==> config.mk <==
export PLATFORM = sky130hd
export DESIGN_NAME = yuvds_ctrl
export DESIGN_NICKNAME = d
export VERILOG_FILES = /design/src/hdl/yuvds_pkg.sv /design/src/hdl/yuvds_sdiv.sv /design/src/hdl/yuvds_ctrl.sv
export SDC_FILE = /design/constraint.sdc
export NUM_CORES = 1
export LEC_CHECK = 0
export BUFFER_PORTS_ARGS = -buffer_cell sky130_fd_sc_hd__clkbuf_2
export CORE_UTILIZATION = 55
export CTS_CLUSTER_DIAMETER = 200
export DETAILED_ROUTE_END_ITERATION = 7
export HOLD_SLACK_MARGIN = 0.06
export PLACE_DENSITY = 0.75
export REMOVE_ABC_BUFFERS = 1
export SLEW_MARGIN = 20
export SYNTH_ARGS = -nofsm -noshare
export SYNTH_HDL_FRONTEND = slang
export SYNTH_SLANG_ARGS = --single-unit
export TNS_END_PERCENT = 30
==> constraint.sdc <==
create_clock -name i_clk -period 3.65 [get_ports i_clk]
set_input_delay 0.73 -clock i_clk [delete_from_list [all_inputs] [get_ports i_clk]]
set_output_delay 0.73 -clock i_clk [all_outputs]
set_load 0.1 [all_outputs]
==> src/hdl/yuvds_pkg.sv <==
package yuvds_pkg;

    // Field and register widths
    localparam int PIX_W      = 8;
    localparam int SUM_W      = 9;
    localparam int CFG_DATA_W = 32;
    localparam int CFG_ADDR_W = 4;
    localparam int CFG_SIZE_W = 11;
    localparam int DIV_W      = 4;
    localparam int ROW_W      = 10;
    localparam int ROW_LIMIT  = 1024;
    localparam int DIV_MIN    = 2;

    // Register indexes (word address paddr[3:2])
    localparam logic [1:0] REG_BLOCK_COLUMNS = 2'd0;
    localparam logic [1:0] REG_BLOCK_ROWS    = 2'd1;
    localparam logic [1:0] REG_DIVIDER       = 2'd2;

    // Register reset values
    localparam logic [CFG_SIZE_W-1:0] RST_BLOCK_COLUMNS = 11'd320;
    localparam logic [CFG_SIZE_W-1:0] RST_BLOCK_ROWS    = 11'd240;
    localparam logic [DIV_W-1:0]      RST_DIVIDER       = 4'd2;

    typedef struct packed {
        logic [PIX_W-1:0] luma_top_left;
        logic [PIX_W-1:0] luma_top_right;
        logic [PIX_W-1:0] luma_bottom_left;
        logic [PIX_W-1:0] luma_bottom_right;
        logic [PIX_W-1:0] chroma_blue;
        logic [PIX_W-1:0] chroma_red;
    } t_in_item;

    typedef struct packed {
        logic [PIX_W-1:0] out_luma_top_left;
        logic [PIX_W-1:0] out_luma_top_right;
        logic [PIX_W-1:0] out_luma_bottom_left;
        logic [PIX_W-1:0] out_luma_bottom_right;
        logic [PIX_W-1:0] out_chroma_blue;
        logic [PIX_W-1:0] out_chroma_red;
        logic             frame_done;
    } t_out_item;

    // One line store entry: partial result of an upper-row group
    typedef struct packed {
        logic [SUM_W-1:0] cr_sum;
        logic [SUM_W-1:0] cb_sum;
        logic [PIX_W-1:0] right_mean;
        logic [PIX_W-1:0] left_mean;
    } t_store_entry;

    // Position decode handed from the controller to the datapath
    typedef struct packed {
        logic busy;
        logic in_window;
        logic right_col;
        logic lower_row;
        logic last_group;
    } t_ctrl_status;

endpackage

==> src/hdl/yuvds_sdiv.sv <==
// Restoring divider by a small divisor, one quotient bit per step
module yuvds_sdiv import yuvds_pkg::*; #(
    parameter int W = 11
) (
    input  logic             i_clk,
    input  logic             i_load,
    input  logic             i_step,
    input  logic [W-1:0]     i_dividend,
    input  logic [DIV_W-1:0] i_divisor,
    output logic [W-1:0]     o_quotient,
    output logic [DIV_W-1:0] o_remainder
);

    logic [W-1:0]     r_quot;
    logic [DIV_W-1:0] r_rem;
    logic [DIV_W-1:0] r_div;
    logic [DIV_W:0]   rem_sh;
    logic             fits;

    assign rem_sh = {r_rem, r_quot[W-1]};
    assign fits   = rem_sh >= {1'b0, r_div};

    always_ff @(posedge i_clk) begin
        if (i_load) begin
            r_quot <= i_dividend;
            r_rem  <= '0;
            r_div  <= i_divisor;
        end else if (i_step) begin
            r_quot <= {r_quot[W-2:0], fits};
            r_rem  <= fits ? DIV_W'(rem_sh - {1'b0, r_div}) : rem_sh[DIV_W-1:0];
        end
    end

    assign o_quotient  = r_quot;
    assign o_remainder = r_rem;

endmodule

==> src/hdl/yuvds_ctrl.sv <==
// Configuration registers, block position counters and group decode
module yuvds_ctrl import yuvds_pkg::*; #(
    parameter int MAX_BLOCK_COLUMNS = 1024,
    localparam int XW = $clog2(MAX_BLOCK_COLUMNS)
) (
    input  logic                  i_clk,
    input  logic                  i_rst_n,
    input  logic                  psel,
    input  logic                  penable,
    input  logic                  pwrite,
    input  logic [CFG_ADDR_W-1:0] paddr,
    input  logic [CFG_DATA_W-1:0] pwdata,
    output logic [CFG_DATA_W-1:0] prdata,
    input  logic                  i_advance,
    output t_ctrl_status          o_status,
    output logic [XW-1:0]         o_group
);

    localparam int CW     = $clog2(MAX_BLOCK_COLUMNS + 1);
    localparam int LW     = (CW > CFG_SIZE_W) ? CW : CFG_SIZE_W;
    localparam int STEP_W = $clog2(LW + 1);

    logic [CFG_SIZE_W-1:0] r_block_columns;
    logic [CFG_SIZE_W-1:0] r_block_rows;
    logic [DIV_W-1:0]      r_divider;

    logic              r_load;
    logic [STEP_W-1:0] r_cnt;
    logic              r_apply;

    logic [XW-1:0]    r_col, n_col;
    logic [XW-1:0]    r_gi, n_gi;
    logic [DIV_W-1:0] r_ci, n_ci;
    logic [ROW_W-1:0] r_row, n_row;
    logic [ROW_W-1:0] r_gj, n_gj;
    logic [DIV_W-1:0] r_rj, n_rj;

    logic             cfg_wr;
    logic [LW-1:0]    cols_wide, rows_wide;
    logic [LW-1:0]    cols_eff, rows_eff;
    logic [DIV_W-1:0] div_eff;
    logic             last_col, last_row;

    logic [LW-1:0]    q_col, q_row, q_cols, q_rows;
    logic [DIV_W-1:0] m_col, m_row, m_cols, m_rows;
    logic [XW-1:0]    groups_x;
    logic [ROW_W-1:0] groups_y;

    // APB write and read
    assign cfg_wr = psel && penable && pwrite;

    always_ff @(posedge i_clk) begin
        if (!i_rst_n) begin
            r_block_columns <= RST_BLOCK_COLUMNS;
            r_block_rows    <= RST_BLOCK_ROWS;
            r_divider       <= RST_DIVIDER;
        end else if (cfg_wr) begin
            unique case (paddr[3:2])
                REG_BLOCK_COLUMNS: r_block_columns <= pwdata[CFG_SIZE_W-1:0];
                REG_BLOCK_ROWS:    r_block_rows    <= pwdata[CFG_SIZE_W-1:0];
                REG_DIVIDER:       r_divider       <= pwdata[DIV_W-1:0];
                default: ;
            endcase
        end
    end

    always_comb begin
        unique case (paddr[3:2])
            REG_BLOCK_COLUMNS: prdata = CFG_DATA_W'(r_block_columns);
            REG_BLOCK_ROWS:    prdata = CFG_DATA_W'(r_block_rows);
            REG_DIVIDER:       prdata = CFG_DATA_W'(r_divider);
            default:           prdata = '0;
        endcase
    end

    // Effective sizes after clamping
    assign cols_wide = LW'(r_block_columns);
    assign rows_wide = LW'(r_block_rows);

    always_comb begin
        if (cols_wide == '0) begin
            cols_eff = LW'(1);
        end else if (cols_wide > LW'(MAX_BLOCK_COLUMNS)) begin
            cols_eff = LW'(MAX_BLOCK_COLUMNS);
        end else begin
            cols_eff = cols_wide;
        end
        if (rows_wide == '0) begin
            rows_eff = LW'(1);
        end else if (rows_wide > LW'(ROW_LIMIT)) begin
            rows_eff = LW'(ROW_LIMIT);
        end else begin
            rows_eff = rows_wide;
        end
        div_eff = (r_divider < DIV_W'(DIV_MIN)) ? DIV_W'(DIV_MIN) : r_divider;
    end

    // Resync sequencer: after reset and after every register write the
    // group indexes and group counts are recomputed by serial division
    always_ff @(posedge i_clk) begin
        if (!i_rst_n) begin
            r_load  <= 1'b1;
            r_cnt   <= '0;
            r_apply <= 1'b0;
        end else begin
            r_apply <= 1'b0;
            if (r_load) begin
                r_load <= 1'b0;
                r_cnt  <= STEP_W'(LW);
            end else if (r_cnt != '0) begin
                r_cnt <= r_cnt - 1'b1;
                if (r_cnt == STEP_W'(1)) begin
                    r_apply <= 1'b1;
                end
            end
            if (cfg_wr) begin
                r_load <= 1'b1;
            end
        end
    end

    yuvds_sdiv #(.W(LW)) u_div_col (
        .i_clk(i_clk), .i_load(r_load), .i_step(r_cnt != '0),
        .i_dividend(LW'(r_col)), .i_divisor(div_eff),
        .o_quotient(q_col), .o_remainder(m_col)
    );

    yuvds_sdiv #(.W(LW)) u_div_row (
        .i_clk(i_clk), .i_load(r_load), .i_step(r_cnt != '0),
        .i_dividend(LW'(r_row)), .i_divisor(div_eff),
        .o_quotient(q_row), .o_remainder(m_row)
    );

    yuvds_sdiv #(.W(LW)) u_div_cols (
        .i_clk(i_clk), .i_load(r_load), .i_step(r_cnt != '0),
        .i_dividend(cols_eff), .i_divisor(div_eff),
        .o_quotient(q_cols), .o_remainder(m_cols)
    );

    yuvds_sdiv #(.W(LW)) u_div_rows (
        .i_clk(i_clk), .i_load(r_load), .i_step(r_cnt != '0),
        .i_dividend(rows_eff), .i_divisor(div_eff),
        .o_quotient(q_rows), .o_remainder(m_rows)
    );

    // group counts hold between resyncs; remainders of the sizes are not needed
    assign groups_x = q_cols[XW-1:0] | XW'(m_cols & '0);
    assign groups_y = q_rows[ROW_W-1:0] | ROW_W'(m_rows & '0);

    // Position step on each accepted block
    assign last_col = (LW'(r_col) + LW'(1)) >= cols_eff;
    assign last_row = (LW'(r_row) + LW'(1)) >= rows_eff;

    always_comb begin
        n_col = r_col;
        n_gi  = r_gi;
        n_ci  = r_ci;
        n_row = r_row;
        n_gj  = r_gj;
        n_rj  = r_rj;
        if (r_apply) begin
            n_gi = q_col[XW-1:0];
            n_ci = m_col;
            n_gj = q_row[ROW_W-1:0];
            n_rj = m_row;
        end else if (i_advance) begin
            if (last_col) begin
                n_col = '0;
                n_gi  = '0;
                n_ci  = '0;
                if (last_row) begin
                    n_row = '0;
                    n_gj  = '0;
                    n_rj  = '0;
                end else begin
                    n_row = r_row + 1'b1;
                    if (DIV_W'(r_rj + 1'b1) == div_eff) begin
                        n_rj = '0;
                        n_gj = r_gj + 1'b1;
                    end else begin
                        n_rj = r_rj + 1'b1;
                    end
                end
            end else begin
                n_col = r_col + 1'b1;
                if (DIV_W'(r_ci + 1'b1) == div_eff) begin
                    n_ci = '0;
                    n_gi = r_gi + 1'b1;
                end else begin
                    n_ci = r_ci + 1'b1;
                end
            end
        end
    end

    always_ff @(posedge i_clk) begin
        if (!i_rst_n) begin
            r_col <= '0;
            r_gi  <= '0;
            r_ci  <= '0;
            r_row <= '0;
            r_gj  <= '0;
            r_rj  <= '0;
        end else begin
            r_col <= n_col;
            r_gi  <= n_gi;
            r_ci  <= n_ci;
            r_row <= n_row;
            r_gj  <= n_gj;
            r_rj  <= n_rj;
        end
    end

    // Group decode for the datapath
    assign o_status.busy       = r_load || (r_cnt != '0) || r_apply;
    assign o_status.in_window  = (r_gi < groups_x) && (r_gj < groups_y)
                                 && (r_ci < DIV_W'(2)) && (r_rj < DIV_W'(2));
    assign o_status.right_col  = r_ci == DIV_W'(1);
    assign o_status.lower_row  = r_rj == DIV_W'(1);
    assign o_status.last_group = ((XW + 1)'(r_gi) + 1'b1 == (XW + 1)'(groups_x))
                                 && ((ROW_W + 1)'(r_gj) + 1'b1 == (ROW_W + 1)'(groups_y));
    assign o_group = r_gi;

endmodule

## Word level (Yosys, flattened, before mapping)

Index checks and enable logic that the tools add are counted.

- ROM bits: 0
- Input port bits: 42
- Output and inout port bits: 47
- Memories: 0
- Memory bits (writable): 0
- Bits in latches: 0
- Word-level logic and storage cells: 133
- Flip-flop bits (word level): 144

- Divide/modulo/power cells: 0
- Reductions and logical operators: 27
- Multiplexer cells: 42
- Add/sub/neg operators: 15
- Equal/unequal tests: 9
- Bitwise operators: 3
- Magnitude comparators: 13
- $mul: 0
- Shift operators: 0

Operators by type and width:

| cell | number |
|---|---|
| 10-bit two-way mux | 15 |
| 11-bit two-way mux | 8 |
| 4-bit two-way mux | 16 |
| 10-bit by 1-bit adder with 11-bit output, second input constant | 4 |
| 10-bit by 1-bit adder with 10-bit output, second input constant | 4 |
| 11-bit case mux with 3 select lines | 1 |
| 11-bit by 10-bit == test with 1-bit output | 2 |
| 11-bit greater-or-equal comparator | 2 |
| 11-bit > comparator, second input constant | 2 |
| 11-bit zero test | 2 |
| 5-bit by 4-bit greater-or-equal comparator with 1-bit output | 4 |
| 10-bit < comparator | 2 |
| 4-bit subtractor | 4 |
| 4-bit by 1-bit == test with 1-bit output, second input constant | 3 |
| 4-bit by 2-bit < comparator with 1-bit output, second input constant | 3 |
| 2-bit AND reduction | 6 |
| 4-bit by 1-bit adder with 4-bit output, second input constant | 2 |
| 4-bit == test | 2 |
| 1-bit logical AND | 6 |
| 3-bit AND reduction | 2 |
| 2-bit nonzero test | 3 |
| 3-bit nonzero test | 2 |
| 4-bit nonzero test | 1 |
| 4-bit by 1-bit subtractor with 4-bit output, second input constant | 1 |
| 8 further kinds | 12 |

## Logic depth before layout (Yosys ltp)

- Word-level depth: 8
- Depth in mapped cells: 14

## Cells and area by module

A second synthesis with hierarchy kept.

- Cells, all modules: 1049
- Area total of the unflattened synthesis: 9834.4 um^2

Modules (own cells, without submodules):

| module | area an instance (um^2) | cells each | seq. area each (um^2) | instances |
|---|---|---|---|---|
| yuvds_ctrl | 6045.8 | 773 | 1601.5 | 1 |
| yuvds_sdiv | 947.2 | 69 | 530.5 | 4 |

## Worst setup path before layout

Ideal clock, no wire load.

- Kind: register -> output
- Start point: register r_gi[1], in the netlist o_group[1]
- End point: output port o_status[0] in the netlist's numbering
- Cell stages (with the launch flop): 8
- Required time: 2920 ps
- Path buffers: 0
- Arrival: 5514 ps
- Slack: -2594 ps
- Cell sequence: dfxtp_1 > ha_1 > and3_2 > nand3_1 > xnor2_1 > xnor2_1 > or4b_1 > nor4_1

RTL lines:

| element | line | source |
|---|---|---|
| from (decl) | yuvds_ctrl.sv:32 | `logic [XW-1:0] r_gi, n_gi;` |
| from (signal assigned) | yuvds_ctrl.sv:206 | `r_gi <= n_gi;` |
| to (decl) | yuvds_ctrl.sv:15 | `output t_ctrl_status o_status,` |

==> results.json <==
{
  "rrSetupSlack_ns": 0.19,
  "max_stage_delay_ns": 0.55,
  "num-nets-final": 1202,
  "tightest_slew_ns": 0.8359,
  "status": "completed",
  "crit_chain": "nand3_1, o311ai_0, o2111ai_1, or4b_4, nor4_2, buf_4, buf_12",
  "core_area_um2": 16120,
  "p_per_area_nw_per_um2": 458.9,
  "grt_overflow": 0,
  "yosysWarnings": 0,
  "worstReg2RegStart": "r_col[1]",
  "hold-path-endpoint": "u_div_cols.o_remainder[3]",
  "antenna_cells": 0,
  "arrival_ns": 2.86,
  "reg2reg_depth": 13,
  "grt.met2_usage": 0.4574,
  "reg2reg_to": "r_row[5]",
  "grt_usage": 0.2896,
  "ys.flop_type": "dfxtp_1",
  "synth-edff-count": 46,
  "clockRootBuffer": "clkbuf_16",
  "hold_ws_ns": 0.4699,
  "finalCritPeriodShare": 0.9835,
  "routedWlPerCell_um": 18.62,
  "relSlewSlack": 0.4427,
  "holdPathStages": 1,
  "clk_pin_slew_ns": 0.06,
  "postSynthAreaPerCell_um2": 8.792,
  "drtPass1Iterations": 5,
  "synth_area_um2": 9223,
  "numCtsBuffers": 17,
  "cp-end-kind": "primary output",
  "use_met1": 0.3898,
  "crit_slowest_cell": "dfxtp_1",
  "synth_cell_type_count": 74,
  "place_inst": 1285,
  "clk_latency_ns": 0.43,
  "drt-initial-drc-count": 658,
  "setup_ws_ns": 0.06022,
  "worstSetupPathType": "register to primary output",
  "ioPinCount": 89,
  "antenna_found_initial": 0,
  "finalMaxSlewViolations": 0,
  "synth_seq_cells": 144,
  "synth_top_area_share": 0.2127,
  "rows": 46,
  "io_buffers": 44,
  "fin_crit_ns": 3.590,
  "use_met3": 0.05980,
  "die_area_um2": 17290,
  "p_leak_nw": 4.305,
  "htree_levels": 4,
  "dpl.hpwl_um": 17260,
  "fin_cells": 1319,
  "drc": 0,
  "skew_ns": 0.01027,
  "grt_pass1_wl_um": 39740,
  "grt_pass1_vias": 7613,
  "peakVddDrop_mv": 0.3636,
  "final_cell_area_um2": 10350,
  "place_congestion": 0.8885,
  "mostFrequentLayoutCell": "nand2_1",
  "max_freq_mhz": 278.6,
  "synth_area_leaders": "dfxtp_1 21%, edfxtp_1 15%, ha_1 9.0%",
  "required_ns": 2.92,
  "final_cell_mix": "134 x nand2_1, 91 x dfxtp_1, 70 x nor2_1, 65 x a21oi_1, 62 x ha_1",
  "area_growth_pct": 12.18,
  "crit_fanout": 11,
  "postCtsHoldBufs": 0,
  "grt_max_degree": 66,
  "ys_seq_area_frac": 0.3625,
  "via_per_inst": 6.099,
  "cts_tree": "done",
  "cts_buffer_depth": 2,
  "die_y_um": 131.5,
  "netlist_instances": 1049,
  "clkSinkCount": 144,
  "dieWidth_um": 131.5,
  "routed_wl_um": 24560,
  "synth.largest_area_cell": "dfxtp_1",
  "drt.antenna.violating_nets": 0,
  "start_kind": "register",
  "dpl_cell_area_um2": 9648,
  "drive_gt1_frac": 0.1496,
  "finalSetupViolCount": 0,
  "async_reset_ff_frac": 0,
  "busiest_layer": "met2",
  "hold_path.class": "register to register",
  "vias": 8044,
  "place_ws_ns": 0.1648,
  "min_from": "u_div_cols.o_remainder[3]",
  "finalHoldViolCount": 0,
  "max_cap_viol_count": 0,
  "start_util": 0.5723
}
==> worst max-delay path: cells and delay by family, from the launching register on <==
family / cells / cell delay (ns)
simple gates: 3 / 0.88
flops: 1 / 0.55
compound gates: 2 / 0.66
buf+inv: 2 / 0.34
==> repair_timing <==
action / CTS / global route
setup buffers: 2 / 0
pin swaps: 5 / 1
resized for setup: 17 / 8
setup endpoints to repair: 1 / 29
cloned: 0 / 0
==> area by class of cell <==
class	count	area [um2]
fillers	1328	5769
well taps	216	270.3
multi-input cells	805	5519
clock buffers	18	439.2
inverters	51	191.4
repair buffers	71	437.9
clock inverters	14	128.9
flip-flops and latches	144	3359
==> report_power, final <==
part           switching, mW  internal [mW]  total (mW)
clock                  0.727          0.966        1.69
sequential             0.140           1.81        1.95
combinational          0.718          0.383        1.10
==> flip-flops by register name, indices dropped and copies added, names as in the netlist, 10 cells and up <==
name                   flops
r_block_rows              11
u_div_rows.o_quotient     11
r_col                     10
r_row                     10
r_gj                      10
o_group                   10
cols_wide                 11
u_div_col.o_quotient      11
u_div_cols.o_quotient     11
u_div_row.o_quotient      11
==> cell families (layout without fill, tap and decap cells) <==
kind of cell / Yosys count / in the layout / synth area share
simple gates: 380 / 380 / 0.1992
compound gates: 219 / 219 / 0.1589
flops: 144 / 144 / 0.3625
buf+inv: 120 / 154 / 0.05888
fa+ha+maj: 70 / 70 / 0.09822
xor+xnor: 62 / 62 / 0.06186
mux: 53 / 53 / 0.06010
other cells: 1 / 21 / 0.0004066
==> routing by layer <==
| layer | part of all wire | routed length, um | vias to the layer above |
|---|---|---|---|
| met5 | 0 | 0 | - |
| met4 | 0.023 | 559 | 0 |
| met3 | 0.068 | 1682 | 51 |
| met2 | 0.46 | 11410 | 321 |
| met1 | 0.44 | 10910 | 3835 |
| li1 | - | - | 3837 |
==> stage by stage <==
step           utilization  power, mW  TNS (ns)
6_report            0.6420      4.748         0
5_1_grt             0.6420      4.945  -0.01273
4_1_cts             0.6405      4.743         0
3_5_place_dp        0.5987      3.039         0
3_3_place_gp        0.5987      3.015         0
2_1_floorplan            -      2.773    -3.961
==> synth_stat cells (5+ instances only) <==
master / instances
nor3b_1: 5
and2_1: 6
nand3_1: 46
inv_1: 48
a31oi_1: 9
o21ai_0: 45
o2111ai_1: 6
buf_2: 8
dfxtp_1: 98
buf_1: 5
xor2_1: 24
mux2i_1: 34
a21oi_1: 65
or3_1: 9
and3_1: 16
edfxtp_1: 46
nand3b_1: 6
nor2b_1: 8
clkbuf_1: 34
nor2_1: 72
mux2_2: 19
nand2_1: 135
a211oi_1: 8
o21a_1: 12
nand4_1: 12
ha_1: 66
nor3_1: 21
nor4_1: 16
or4_1: 8
a221oi_1: 10
a22oi_1: 15
buf_4: 22
o211ai_1: 10
xnor2_1: 36
==> worst max path at each step <==
stage | from | end | slack (ns) | cells after the start
after floorplan | o_group[1] | o_status[0] | -2.59 | 7
after global placement | r_col[1] | r_gj[6] | 0.28 | 12
after detailed placement | r_col[1] | r_gj[6] | 0.16 | 12
after CTS | o_group[0] | o_status[0] | 0.009 | 10
after global routing | r_col[1] | r_row[5] | -0.01 | 13
final | o_group[4] | o_status[0] | 0.06 | 7
Power figures use the tool's default switching activity.
